## config.mk

```make
export PLATFORM = sky130hd
export DESIGN_NAME = xor_checked_command_frame_parser_top
export DESIGN_NICKNAME = d
export VERILOG_FILES = /design/src/design/xcfp_pkg.sv /design/src/design/xcfp_scan.sv /design/src/design/xcfp_verdict.sv /design/src/design/xor_checked_command_frame_parser_top.sv
export SDC_FILE = /design/constraint.sdc
export NUM_CORES = 1
export LEC_CHECK = 0
export BUFFER_PORTS_ARGS = -buffer_cell sky130_fd_sc_hd__buf_2
export CAP_MARGIN = 20
export CORE_MARGIN = 1.5
export CORE_UTILIZATION = 62
export CTS_CLUSTER_DIAMETER = 100
export CTS_CLUSTER_SIZE = 12
export DETAILED_ROUTE_END_ITERATION = 7
export PLACE_DENSITY = 0.8
export SLEW_MARGIN = 20
export SYNTH_ARGS = -nofsm -noshare
export SYNTH_HDL_FRONTEND = slang
export SYNTH_SLANG_ARGS = --single-unit
```

## constraint.sdc

```tcl
create_clock -name i_clk -period 4.4 [get_ports i_clk]
set_input_delay 0 -clock i_clk [delete_from_list [all_inputs] [get_ports i_clk]]
set_output_delay 0 -clock i_clk [all_outputs]
set_load 0.01 [all_outputs]
```

## src/design/xcfp_pkg.sv

```systemverilog
// Shared types, character codes, result codes and keyword helpers for the
// framed command line checker. Used by every module in the design folder.
package xcfp_pkg;

    // Number of characters kept for the command and value fields.
    localparam int FIELD_CHARS = 8;
    localparam int FIELD_IDX_W = $clog2(FIELD_CHARS);

    // Longest keyword, in characters, and its packed width.
    localparam int KW_MAX  = 5;
    localparam int KW_BITS = 8 * KW_MAX;

    typedef logic [FIELD_CHARS-1:0][7:0] t_field;

    // One input item and one result item.
    typedef struct packed {
        logic [7:0] char_in;
        logic       line_end;
    } t_in_item;

    typedef struct packed {
        logic [2:0]         status;
        logic [3:0]         command;
        logic signed [15:0] value;
    } t_out_item;

    // Line state handed from the scanner to the verdict logic.
    typedef struct packed {
        logic        in_body;
        logic        closed;
        logic [1:0]  comma_count;
        logic [7:0]  payload_xor;
        logic [7:0]  hex_acc;
        logic        hex_neg;
        logic [3:0]  cmd_len;
        t_field      cmd_chars;
        logic [7:0]  val_len;
        t_field      val_chars;
        logic [15:0] num_acc;
        logic        num_neg;
    } t_line_state;

    // Character codes.
    localparam logic [7:0] CH_LT    = 8'h3C;
    localparam logic [7:0] CH_GT    = 8'h3E;
    localparam logic [7:0] CH_COMMA = 8'h2C;
    localparam logic [7:0] CH_PLUS  = 8'h2B;
    localparam logic [7:0] CH_MINUS = 8'h2D;
    localparam logic [7:0] CH_SPACE = 8'h20;
    localparam logic [7:0] CH_TAB   = 8'h09;
    localparam logic [7:0] CH_CR    = 8'h0D;
    localparam logic [7:0] CH_0     = 8'h30;
    localparam logic [7:0] CH_9     = 8'h39;
    localparam logic [7:0] CH_LC_A  = 8'h61;
    localparam logic [7:0] CH_LC_F  = 8'h66;
    localparam logic [7:0] CH_UC_A  = 8'h41;
    localparam logic [7:0] CH_UC_F  = 8'h46;
    localparam logic [7:0] CH_LC_X  = 8'h78;
    localparam logic [7:0] CH_UC_X  = 8'h58;

    // Status codes.
    localparam logic [2:0] ST_OK        = 3'd0;
    localparam logic [2:0] ST_BAD_FRAME = 3'd1;
    localparam logic [2:0] ST_NO_COMMAS = 3'd2;
    localparam logic [2:0] ST_CHECKSUM  = 3'd3;
    localparam logic [2:0] ST_UNKNOWN   = 3'd4;

    // Command codes.
    localparam logic [3:0] CMD_HOME  = 4'd0;
    localparam logic [3:0] CMD_READY = 4'd1;
    localparam logic [3:0] CMD_DROP  = 4'd2;
    localparam logic [3:0] CMD_WRIST = 4'd3;
    localparam logic [3:0] CMD_SOFT  = 4'd4;
    localparam logic [3:0] CMD_HARD  = 4'd5;
    localparam logic [3:0] CMD_OPEN  = 4'd6;
    localparam logic [3:0] CMD_STOP  = 4'd7;
    localparam logic [3:0] CMD_NONE  = 4'd8;

    // Keywords, right aligned in KW_BITS with their lengths.
    localparam logic [KW_BITS-1:0] KW_POSE  = KW_BITS'("POSE");
    localparam logic [KW_BITS-1:0] KW_HOME  = KW_BITS'("HOME");
    localparam logic [KW_BITS-1:0] KW_READY = KW_BITS'("READY");
    localparam logic [KW_BITS-1:0] KW_DROP  = KW_BITS'("DROP");
    localparam logic [KW_BITS-1:0] KW_WRIST = KW_BITS'("WRIST");
    localparam logic [KW_BITS-1:0] KW_GRIP  = KW_BITS'("GRIP");
    localparam logic [KW_BITS-1:0] KW_SOFT  = KW_BITS'("SOFT");
    localparam logic [KW_BITS-1:0] KW_HARD  = KW_BITS'("HARD");
    localparam logic [KW_BITS-1:0] KW_OPEN  = KW_BITS'("OPEN");
    localparam logic [KW_BITS-1:0] KW_STOP  = KW_BITS'("STOP");
    localparam logic [2:0] KW_LEN4 = 3'd4;
    localparam logic [2:0] KW_LEN5 = 3'd5;

    // True when the stored field has exactly the keyword's length and text.
    function automatic logic kw_match(input t_field chars, input logic [7:0] len,
                                      input logic [KW_BITS-1:0] kw,
                                      input logic [2:0] kw_len);
        logic [KW_BITS-1:0] kw_al;
        logic               same;
        kw_al = kw << (8 * (KW_MAX - int'(kw_len)));
        same  = (len == {5'd0, kw_len});
        for (int i = 0; i < KW_MAX; i++) begin
            if (i < int'(kw_len) && chars[i] != kw_al[KW_BITS-1-8*i -: 8]) begin
                same = 1'b0;
            end
        end
        return same;
    endfunction

    // Whitespace in the sense of the C library: space, tab through CR.
    function automatic logic is_space(input logic [7:0] c);
        return (c == CH_SPACE) || (c >= CH_TAB && c <= CH_CR);
    endfunction

    // Hex digit decode: bit 4 flags a valid digit, bits 3:0 give its value.
    function automatic logic [4:0] hex_digit(input logic [7:0] c);
        logic [4:0] d;
        d = 5'd0;
        if (c >= CH_0 && c <= CH_9) begin
            d = {1'b1, 4'(c - CH_0)};
        end else if (c >= CH_LC_A && c <= CH_LC_F) begin
            d = {1'b1, 4'(c - CH_LC_A + 8'd10)};
        end else if (c >= CH_UC_A && c <= CH_UC_F) begin
            d = {1'b1, 4'(c - CH_UC_A + 8'd10)};
        end
        return d;
    endfunction

endpackage

```

## src/design/xcfp_scan.sv

```systemverilog
// Per-character line scanner: frame tracking, XOR sums, field capture and
// the checksum and decimal number parsers. Depends on xcfp_pkg.
module xcfp_scan (
    input  logic                 i_clk,
    input  logic                 i_rst_n,
    input  logic                 i_step,
    input  logic [7:0]           i_char,
    input  logic                 i_last,
    output xcfp_pkg::t_line_state o_state
);

    typedef enum logic [1:0] {FR_IDLE, FR_BODY, FR_CLOSED, FR_BAD} t_frame;
    typedef enum logic [2:0] {HX_WS, HX_SIGN, HX_ZERO, HX_X, HX_DIG, HX_DONE} t_hex;
    typedef enum logic [1:0] {NM_WS, NM_SIGN, NM_DIG, NM_DONE} t_num;

    t_frame               r_frame, n_frame;
    logic [7:0]           r_body_xor, n_body_xor;
    logic [7:0]           r_payload_xor, n_payload_xor;
    logic [1:0]           r_comma_count, n_comma_count;
    xcfp_pkg::t_field     r_cmd_chars, n_cmd_chars;
    logic [3:0]           r_cmd_len, n_cmd_len;
    xcfp_pkg::t_field     r_val_chars, n_val_chars;
    logic [7:0]           r_val_len, n_val_len;
    logic [7:0]           r_lco, n_lco;
    logic [7:0]           r_hex_acc, n_hex_acc;
    t_hex                 r_hex_phase, n_hex_phase;
    logic                 r_hex_neg, n_hex_neg;
    logic [15:0]          r_num_acc, n_num_acc;
    t_num                 r_num_phase, n_num_phase;
    logic                 r_num_neg, n_num_neg;

    logic       c_space, c_sign, c_dig;
    logic [4:0] c_hex;
    logic [19:0] num_next;
    logic       num_take, hex_first;

    assign c_space   = xcfp_pkg::is_space(i_char);
    assign c_sign    = (i_char == xcfp_pkg::CH_PLUS) || (i_char == xcfp_pkg::CH_MINUS);
    assign c_dig     = (i_char >= xcfp_pkg::CH_0) && (i_char <= xcfp_pkg::CH_9);
    assign c_hex     = xcfp_pkg::hex_digit(i_char);
    // Decimal accumulate: acc * 10 + digit, built from shifts.
    assign num_next  = {1'b0, r_num_acc, 3'b000} + {3'b000, r_num_acc, 1'b0}
                     + {16'd0, 4'(i_char - xcfp_pkg::CH_0)};
    // A character past the leading whitespace and sign goes to the digit rules.
    assign num_take  = (r_num_phase == NM_WS && !c_space && !c_sign)
                     || r_num_phase == NM_SIGN || r_num_phase == NM_DIG;
    assign hex_first = (r_hex_phase == HX_WS && !c_space && !c_sign)
                     || r_hex_phase == HX_SIGN;

    // Next line state for the character being consumed.
    always_comb begin
        n_frame       = r_frame;
        n_body_xor    = r_body_xor;
        n_payload_xor = r_payload_xor;
        n_comma_count = r_comma_count;
        n_cmd_chars   = r_cmd_chars;
        n_cmd_len     = r_cmd_len;
        n_val_chars   = r_val_chars;
        n_val_len     = r_val_len;
        n_lco         = r_lco;
        n_hex_acc     = r_hex_acc;
        n_hex_phase   = r_hex_phase;
        n_hex_neg     = r_hex_neg;
        n_num_acc     = r_num_acc;
        n_num_phase   = r_num_phase;
        n_num_neg     = r_num_neg;
        if (i_step) begin
            case (r_frame)
                FR_IDLE: begin
                    if (i_char == xcfp_pkg::CH_LT) begin
                        n_frame = FR_BODY;
                    end else if (i_char == xcfp_pkg::CH_GT) begin
                        n_frame = FR_BAD;
                    end
                end
                FR_BODY: begin
                    if (i_char == xcfp_pkg::CH_GT) begin
                        n_frame = FR_CLOSED;
                    end else begin
                        n_body_xor = r_body_xor ^ i_char;
                        if (i_char == xcfp_pkg::CH_COMMA) begin
                            // Every comma marks a possible checksum start.
                            n_payload_xor = r_body_xor;
                            n_hex_acc     = 8'd0;
                            n_hex_phase   = HX_WS;
                            n_hex_neg     = 1'b0;
                            n_comma_count = (r_comma_count == 2'd0) ? 2'd1 : 2'd2;
                            if (r_comma_count != 2'd0) begin
                                n_lco = r_val_len;
                            end
                        end else if (r_comma_count == 2'd0) begin
                            // Command field character.
                            if (r_cmd_len < 4'(xcfp_pkg::FIELD_CHARS)
                                || xcfp_pkg::FIELD_CHARS > 15) begin
                                n_cmd_chars[xcfp_pkg::FIELD_IDX_W'(r_cmd_len)] = i_char;
                            end
                            if (r_cmd_len != 4'd15) begin
                                n_cmd_len = r_cmd_len + 4'd1;
                            end
                        end
                        if (r_comma_count != 2'd0) begin
                            // Value field character, commas after the first included.
                            if (r_val_len < 8'(xcfp_pkg::FIELD_CHARS)) begin
                                n_val_chars[xcfp_pkg::FIELD_IDX_W'(r_val_len)] = i_char;
                            end
                            if (r_val_len != 8'd255) begin
                                n_val_len = r_val_len + 8'd1;
                            end
                            // Decimal number parser.
                            if (r_num_phase == NM_WS && c_sign) begin
                                n_num_neg   = (i_char == xcfp_pkg::CH_MINUS);
                                n_num_phase = NM_SIGN;
                            end else if (num_take) begin
                                if (c_dig) begin
                                    n_num_acc   = (num_next > 20'd32768) ? 16'd32768
                                                                         : num_next[15:0];
                                    n_num_phase = NM_DIG;
                                end else begin
                                    n_num_phase = NM_DONE;
                                end
                            end
                            // Checksum parser, for characters other than commas.
                            if (i_char != xcfp_pkg::CH_COMMA) begin
                                if (r_hex_phase == HX_WS && c_space) begin
                                    n_hex_phase = HX_WS;
                                end else if (r_hex_phase == HX_WS && c_sign) begin
                                    n_hex_neg   = (i_char == xcfp_pkg::CH_MINUS);
                                    n_hex_phase = HX_SIGN;
                                end else if (hex_first) begin
                                    if (i_char == xcfp_pkg::CH_0) begin
                                        n_hex_phase = HX_ZERO;
                                    end else if (c_hex[4]) begin
                                        n_hex_acc   = {4'd0, c_hex[3:0]};
                                        n_hex_phase = HX_DIG;
                                    end else begin
                                        n_hex_phase = HX_DONE;
                                    end
                                end else if (r_hex_phase == HX_ZERO
                                             && (i_char == xcfp_pkg::CH_LC_X
                                                 || i_char == xcfp_pkg::CH_UC_X)) begin
                                    n_hex_phase = HX_X;
                                end else if (r_hex_phase == HX_ZERO || r_hex_phase == HX_X) begin
                                    if (c_hex[4]) begin
                                        n_hex_acc   = {4'd0, c_hex[3:0]};
                                        n_hex_phase = HX_DIG;
                                    end else begin
                                        n_hex_phase = HX_DONE;
                                    end
                                end else if (r_hex_phase == HX_DIG) begin
                                    if (c_hex[4]) begin
                                        n_hex_acc = {r_hex_acc[3:0], c_hex[3:0]};
                                    end else begin
                                        n_hex_phase = HX_DONE;
                                    end
                                end
                            end
                        end
                    end
                end
                default: begin
                end
            endcase
            // A line's last character resets all line state but the field characters.
            if (i_last) begin
                n_frame       = FR_IDLE;
                n_body_xor    = 8'd0;
                n_payload_xor = 8'd0;
                n_comma_count = 2'd0;
                n_cmd_len     = 4'd0;
                n_val_len     = 8'd0;
                n_lco         = 8'd0;
                n_hex_acc     = 8'd0;
                n_hex_phase   = HX_WS;
                n_hex_neg     = 1'b0;
                n_num_acc     = 16'd0;
                n_num_phase   = NM_WS;
                n_num_neg     = 1'b0;
            end
        end
    end

    // Line state registers; the stored field characters need no reset.
    always_ff @(posedge i_clk) begin
        r_cmd_chars <= n_cmd_chars;
        r_val_chars <= n_val_chars;
        if (!i_rst_n) begin
            r_frame       <= FR_IDLE;
            r_body_xor    <= 8'd0;
            r_payload_xor <= 8'd0;
            r_comma_count <= 2'd0;
            r_cmd_len     <= 4'd0;
            r_val_len     <= 8'd0;
            r_lco         <= 8'd0;
            r_hex_acc     <= 8'd0;
            r_hex_phase   <= HX_WS;
            r_hex_neg     <= 1'b0;
            r_num_acc     <= 16'd0;
            r_num_phase   <= NM_WS;
            r_num_neg     <= 1'b0;
        end else begin
            r_frame       <= n_frame;
            r_body_xor    <= n_body_xor;
            r_payload_xor <= n_payload_xor;
            r_comma_count <= n_comma_count;
            r_cmd_len     <= n_cmd_len;
            r_val_len     <= n_val_len;
            r_lco         <= n_lco;
            r_hex_acc     <= n_hex_acc;
            r_hex_phase   <= n_hex_phase;
            r_hex_neg     <= n_hex_neg;
            r_num_acc     <= n_num_acc;
            r_num_phase   <= n_num_phase;
            r_num_neg     <= n_num_neg;
        end
    end

    // State seen by the verdict logic.
    always_comb begin
        o_state.in_body     = (r_frame == FR_BODY);
        o_state.closed      = (r_frame == FR_CLOSED);
        o_state.comma_count = r_comma_count;
        o_state.payload_xor = r_payload_xor;
        o_state.hex_acc     = r_hex_acc;
        o_state.hex_neg     = r_hex_neg;
        o_state.cmd_len     = r_cmd_len;
        o_state.cmd_chars   = r_cmd_chars;
        o_state.val_len     = r_lco;
        o_state.val_chars   = r_val_chars;
        o_state.num_acc     = r_num_acc;
        o_state.num_neg     = r_num_neg;
    end

endmodule

```

## src/design/xcfp_verdict.sv

```systemverilog
// Line verdict: frame, comma and checksum checks, keyword matching and the
// saturated wrist value. Combinational; depends on xcfp_pkg.
module xcfp_verdict (
    input  xcfp_pkg::t_line_state i_state,
    input  logic [7:0]            i_char,
    output xcfp_pkg::t_out_item   o_result
);

    logic       closed;
    logic [7:0] got;
    logic       is_pose, is_wrist, is_grip, is_halt;
    logic [7:0] cmd_len8;
    logic [3:0] cmd;
    logic [15:0] wrist_val;

    // A closing bracket never changes the body, so the stored state is final.
    assign closed   = i_state.closed || (i_state.in_body && i_char == xcfp_pkg::CH_GT);
    assign got      = i_state.hex_neg ? (8'd0 - i_state.hex_acc) : i_state.hex_acc;
    assign cmd_len8 = {4'd0, i_state.cmd_len};

    assign is_pose  = xcfp_pkg::kw_match(i_state.cmd_chars, cmd_len8,
                                         xcfp_pkg::KW_POSE, xcfp_pkg::KW_LEN4);
    assign is_wrist = xcfp_pkg::kw_match(i_state.cmd_chars, cmd_len8,
                                         xcfp_pkg::KW_WRIST, xcfp_pkg::KW_LEN5);
    assign is_grip  = xcfp_pkg::kw_match(i_state.cmd_chars, cmd_len8,
                                         xcfp_pkg::KW_GRIP, xcfp_pkg::KW_LEN4);
    assign is_halt  = xcfp_pkg::kw_match(i_state.cmd_chars, cmd_len8,
                                         xcfp_pkg::KW_STOP, xcfp_pkg::KW_LEN4);

    // Clamp the wrist angle to the signed 16-bit range.
    assign wrist_val = i_state.num_neg ? (16'd0 - i_state.num_acc)
                     : (i_state.num_acc > 16'd32767) ? 16'd32767 : i_state.num_acc;

    // Command decode from the command and value keywords.
    always_comb begin
        cmd = xcfp_pkg::CMD_NONE;
        if (is_pose) begin
            if (xcfp_pkg::kw_match(i_state.val_chars, i_state.val_len,
                                   xcfp_pkg::KW_HOME, xcfp_pkg::KW_LEN4)) begin
                cmd = xcfp_pkg::CMD_HOME;
            end else if (xcfp_pkg::kw_match(i_state.val_chars, i_state.val_len,
                                            xcfp_pkg::KW_READY, xcfp_pkg::KW_LEN5)) begin
                cmd = xcfp_pkg::CMD_READY;
            end else if (xcfp_pkg::kw_match(i_state.val_chars, i_state.val_len,
                                            xcfp_pkg::KW_DROP, xcfp_pkg::KW_LEN4)) begin
                cmd = xcfp_pkg::CMD_DROP;
            end
        end else if (is_wrist) begin
            cmd = xcfp_pkg::CMD_WRIST;
        end else if (is_grip) begin
            if (xcfp_pkg::kw_match(i_state.val_chars, i_state.val_len,
                                   xcfp_pkg::KW_SOFT, xcfp_pkg::KW_LEN4)) begin
                cmd = xcfp_pkg::CMD_SOFT;
            end else if (xcfp_pkg::kw_match(i_state.val_chars, i_state.val_len,
                                            xcfp_pkg::KW_HARD, xcfp_pkg::KW_LEN4)) begin
                cmd = xcfp_pkg::CMD_HARD;
            end else if (xcfp_pkg::kw_match(i_state.val_chars, i_state.val_len,
                                            xcfp_pkg::KW_OPEN, xcfp_pkg::KW_LEN4)) begin
                cmd = xcfp_pkg::CMD_OPEN;
            end
        end else if (is_halt) begin
            cmd = xcfp_pkg::CMD_STOP;
        end
    end

    // Checks in priority order; command and value only count on a clean line.
    always_comb begin
        o_result.status  = xcfp_pkg::ST_OK;
        o_result.command = xcfp_pkg::CMD_NONE;
        o_result.value   = 16'sd0;
        if (!closed) begin
            o_result.status = xcfp_pkg::ST_BAD_FRAME;
        end else if (i_state.comma_count != 2'd2) begin
            o_result.status = xcfp_pkg::ST_NO_COMMAS;
        end else if (got != i_state.payload_xor) begin
            o_result.status = xcfp_pkg::ST_CHECKSUM;
        end else if (cmd == xcfp_pkg::CMD_NONE) begin
            o_result.status = xcfp_pkg::ST_UNKNOWN;
        end else begin
            o_result.command = cmd;
            if (cmd == xcfp_pkg::CMD_WRIST) begin
                o_result.value = signed'(wrist_val);
            end
        end
    end

endmodule

```

## src/design/xor_checked_command_frame_parser_top.sv

```systemverilog
// Top level of the framed command line checker: input register, scanner,
// verdict logic and result register. Depends on xcfp_pkg, xcfp_scan, xcfp_verdict.
//
// The block takes one character per item, one item per clock cycle; items other
// than a line end keep that rate while a finished result waits in the output
// register. Each item is first captured in an input register; from there the
// scanner folds it into the line state and, for the item flagged as line end,
// the verdict is written to the result register. Only a line-end item waits
// for a full result register, and then input ready drops until the result is
// taken. After a verdict all line state but the stored field characters returns
// to its reset value, so the next line may start at once.
module xor_checked_command_frame_parser_top (
    input  logic                i_clk,
    input  logic                i_rst_n,
    input  logic                i_in_valid,
    output logic                o_in_ready,
    input  xcfp_pkg::t_in_item  i_in_item,
    output logic                o_out_valid,
    input  logic                i_out_ready,
    output xcfp_pkg::t_out_item o_out_item
);

    logic                  r_in_valid;
    xcfp_pkg::t_in_item    r_in_item;
    logic                  r_out_valid;
    xcfp_pkg::t_out_item   r_out_item;
    logic                  out_free, advance;
    xcfp_pkg::t_line_state line_state;
    xcfp_pkg::t_out_item   verdict;

    // The held item moves on unless it needs the result register and that is full.
    assign out_free   = !r_out_valid || i_out_ready;
    assign advance    = r_in_valid && (!r_in_item.line_end || out_free);
    assign o_in_ready = !r_in_valid || advance;

    xcfp_scan u_scan (
        .i_clk   (i_clk),
        .i_rst_n (i_rst_n),
        .i_step  (advance),
        .i_char  (r_in_item.char_in),
        .i_last  (r_in_item.line_end),
        .o_state (line_state)
    );

    xcfp_verdict u_verdict (
        .i_state  (line_state),
        .i_char   (r_in_item.char_in),
        .o_result (verdict)
    );

    // Input register.
    always_ff @(posedge i_clk) begin
        if (i_in_valid && o_in_ready) begin
            r_in_item <= i_in_item;
        end
        if (!i_rst_n) begin
            r_in_valid <= 1'b0;
        end else if (o_in_ready) begin
            r_in_valid <= i_in_valid;
        end
    end

    // Result register.
    always_ff @(posedge i_clk) begin
        if (advance && r_in_item.line_end) begin
            r_out_item <= verdict;
        end
        if (!i_rst_n) begin
            r_out_valid <= 1'b0;
        end else if (advance && r_in_item.line_end) begin
            r_out_valid <= 1'b1;
        end else if (i_out_ready) begin
            r_out_valid <= 1'b0;
        end
    end

    assign o_out_valid = r_out_valid;
    assign o_out_item  = r_out_item;

endmodule
```

==> results.env <==
FP-ROW-COUNT=45
GRT_PASS1_WL_UM=37600
SYNTH_FLOP_CELL='sky130_fd_sc_hd__edfxtp_1'
MOST_FREQUENT_CELLS_IN_THE_LAYOUT='sky130_fd_sc_hd__edfxtp_1 (112), sky130_fd_sc_hd__nor2_1 (101), sky130_fd_sc_hd__dfxtp_1 (73)'
ASR_FLOP_RATIO_SYNTH=0
IR_DROP_uV=261
MAX_CLOCK_FREQ_MHz=269
SYNTH.LIB_CELLS_USED.DISTINCT=84
SYNTHADDERAREAFRAC=0.0583
WL_PER_CELL_UM=19.0
TOTAL_OF_FLIP_FLOPS_PLUS_LATCHES_AFTER_SYNTHESIS=185
DESIGN.CORE.AREA_UM2=15300
CELLLEAKAGEPOWER_nW=3.97
VIAS=7854
GRT_MAX_DEGREE=29
AREA_DELTA_SYNTH_FINAL_PCT=12.6
DETAIL_ROUTE.FIRST_PASS.ITERATIONS=5
GLOBAL_ROUTE_USAGE_SUM=0.293
DRIVE_ABOVE_1_SHARE=0.127
ROUTE.DETAILED.DRC=0
CRITICAL_PATH_REQUIRED_NS=4.73
MAX_SLEW.WORST_PIN.SLEW_NS=0.955
FLOORPLAN.DIE_AREA_UM2=16400
PLACED_AREA_UM2=10200
SYNTH_ENABLE_FLOP_CELLS=112
BOUNDARYPINS=38
SYNTH_XOR_AREA_FRAC=0.0352
SYNTHDOMINANTCELLAREASHARE=0.347
FINAL.SETUP.TNS_NS=0
SIMPLE_LOGIC_CELL_FRACTION_OF_THE_SYNTHESIZED_AREA=0.221
DP.FINAL_HPWL_UM=15800
START_UTIL=0.635
P_TOTAL_mW=3.49
DIE_WIDTH_UM=128
SEQUENTIAL_CELL_AREA_FRACTION_IN_THE_YOSYS_REPORT=0.498
SETUP_REPAIR_AFTER_GLOBAL_ROUTING_MISSED_ITS_MARGIN='no'
TIMING_HOLD_VIOLATIONS_FINAL=0
ROOT_BUFFER='sky130_fd_sc_hd__clkbuf_16'
CRITICAL_PATH_ARRIVAL_NS=4.05
POST_CTS_RESIZED=0
CTS.REPORTEDPATHS.CLKPINSLEW_NS=0.07
FINISH.NET_COUNT=1052
ANTENNA_CELLS_INSERTED=0
CRITICALPATHCATEGORY='flop to flop'
CLKLATENCYLATEPIN_NS=0.43
SYNTH_COMPOUND_GATE_AREA_SHARE=0.157
ANTENNA_LEFT=0
GP_CONGESTION=0.914
CTS_TREE='built'
FINAL_ROUTED_WIRELENGTH_UM=23200
CTSHTREEMAXLEVEL=4
VIAS_PER_CELL=6.44
FINAL_NUMBER_OF_MAX_TRANSITION_VIOLATIONS=0
DIE_HEIGHT_UM=128
CTS-BUFFERS-INSERTED=17
FINAL_COMMON_CELL='sky130_fd_sc_hd__edfxtp_1'
MAX-CLOCK-PATH-BUFFERS=2
OUTCOME='completed'
FIN_WORST_SKEW_NS=0.0109
POST-SYNTH-TOP-AREA-CELL='sky130_fd_sc_hd__edfxtp_1'
FIN_CRIT_NS=3.72
END_KIND='flop'
CRITICAL_PATH_LAUNCH_POINT_TYPE='flop'
SYN_NETS=990
LARGEST_FAMILY_OF_LOGIC_CELLS_BY_SYNTHESIZED_AREA='simple AND/OR/NAND/NOR gates'
SYNTH_WARNINGS=0
SYNTH_AREA_PER_CELL_UM2=10.4
POSTSYNTHCELLCOUNT=933
PLACE.PORT_BUFFERS=37
GRT_PASS1_VIAS=7379
DRT-INITIAL-DRC-COUNT=758
GRT_ANTENNA_BEFORE_REPAIR=0
POSTLAYOUTCELLAREA_UM2=10900
POST_SYNTH_INSTANCE_AREA_UM2=9700
FINAL_MIN_PERIOD_OVER_CLOCK_PERIOD=0.845
WORST_HOLD_PATH_TYPE='primary input to flop'
SETUP_VIOL_COUNT_FINAL=0
POWER.DENSITY_CELL_AREA_nW_PER_UM2=320
MAX-SLEW-MARGIN-REL=0.363
MAXCAPVIOLATIONS=0
NUMCLOCKSINKS=185
YS_TOP_CELLS_BY_AREA='sky130_fd_sc_hd__edfxtp_1 (35%), sky130_fd_sc_hd__dfxtp_1 (15%), sky130_fd_sc_hd__ha_1 (5.4%)'
MULTIPLEXER_FRACTION_OF_THE_SYNTHESIZED_CELL_AREA=0.00748
TIMING.CRITICAL_PATH.FANOUT_MAX=9
OVERFLOW=0
flip-flops by register name (all words and copies together), names as in the netlist:
name,flops
u_scan.r_num_phase,2
u_scan.r_num_acc,16
o_out_item,23
u_scan.o_state,80
u_scan.r_frame,2
u_scan.r_lco,8
u_scan.r_num_neg,1
u_scan.r_hex_neg,1
u_scan.r_val_len,8
u_scan.r_hex_acc,8
u_scan.r_comma_count,2
u_scan.r_cmd_len,4
o_out_valid,1
u_scan.r_payload_xor,8
r_in_item,9
u_scan.r_body_xor,8
u_scan.r_hex_phase,3
r_in_valid,1
worst max-delay path: stages (launching register included):
cell and delay [ns]:
sky130_fd_sc_hd__dfxtp_1 0.46, sky130_fd_sc_hd__inv_1 0.12, sky130_fd_sc_hd__fa_1 0.56, sky130_fd_sc_hd__inv_1 0.06, sky130_fd_sc_hd__ha_1 0.30, sky130_fd_sc_hd__a211oi_1 0.37, sky130_fd_sc_hd__o211ai_1 0.22, sky130_fd_sc_hd__a21o_1 0.26
sky130_fd_sc_hd__a221o_1 0.37, sky130_fd_sc_hd__o21ai_1 0.20, sky130_fd_sc_hd__nand3_1 0.35, sky130_fd_sc_hd__o31ai_1 0.35
Yosys cell counts, types with 15 or more instances:
master,count
sky130_fd_sc_hd__edfxtp_1,112
sky130_fd_sc_hd__o21ai_0,30
sky130_fd_sc_hd__ha_1,42
sky130_fd_sc_hd__nor2b_1,15
sky130_fd_sc_hd__nor3_1,35
sky130_fd_sc_hd__nand2_1,63
sky130_fd_sc_hd__a31oi_1,15
sky130_fd_sc_hd__inv_1,26
sky130_fd_sc_hd__clkbuf_1,27
sky130_fd_sc_hd__a21oi_1,49
sky130_fd_sc_hd__nand4_1,24
sky130_fd_sc_hd__nor2_1,101
sky130_fd_sc_hd__nand3_1,26
sky130_fd_sc_hd__xor2_1,16
sky130_fd_sc_hd__o31ai_1,15
sky130_fd_sc_hd__xnor2_1,23
sky130_fd_sc_hd__dfxtp_1,73
sky130_fd_sc_hd__nor4_1,17
power by group:
| group | internal (mW) | leakage, nW | total [mW] | switching, mW |
|---|---|---|---|---|
| combinational | 0.0429 | 2.05 | 0.139 | 0.0965 |
| clock | 0.847 | 0.281 | 1.50 | 0.654 |
| sequential | 1.84 | 1.64 | 1.85 | 0.00904 |
| total | 2.73 | 3.97 | 3.49 | 0.760 |
per-layer routing:
metal / share of wire / vias up / global-route usage
li1: - / 3697 / -
met1: 0.43 / 3734 / 0.397
met2: 0.46 / 355 / 0.460
met3: 0.072 / 68 / 0.0568
met4: 0.039 / 0 / 0.134
met5: 0 / - / 0
per-stage QoR:
stage	worst slack (ns)	hold slack [ns]	cells	utilization
floorplan	0.589	0.0989	933	-
global route	0.376	0.277	1219	0.715
global placement	0.958	0.177	1174	0.669
detailed placement	0.782	0.179	1174	0.669
finish	0.680	0.286	1219	0.715
CTS	0.730	0.262	1219	0.715
final cells by class:
class	instances	area (um^2)
Multi-Input combinational cell	689	4650
Sequential cell	185	4820
Tap cell	211	264
Clock buffer	20	437
Clock inverter	12	139
Inverter	27	101
Fill cell	1120	4340
Timing Repair Buffer	75	503
cells by family after synthesis:
group,Yosys count
compound gates,214
xor+xnor,39
fa+ha+maj,44
buf+inv,59
flops,185
mux,7
simple gates,385
final timing paths:
| path | startpoint | to | slack (ns) | cells after the start |
|---|---|---|---|---|
| worst max-delay path | u_scan.r_num_acc[2] | u_scan.r_num_acc[7] | 0.68 | 11 |
| worst min register to register | u_scan.r_lco[4] | u_scan.r_lco[4] | 0.49 | 1 |
| worst max register to register | u_scan.r_num_acc[2] | u_scan.r_num_acc[7] | 0.68 | 11 |
| worst min-delay path | i_in_item[7] | r_in_item[7] | 0.29 | 2 |
repair_timing:
action | 4_1_cts | 5_1_grt
setup buffers | 0 | 0
endpoints found under the hold margin | 14 | 0
endpoints found under the setup margin | 0 | 0
hold buffers | 13 | 0
No activity file was read; power rests on OpenSTA's default activity.
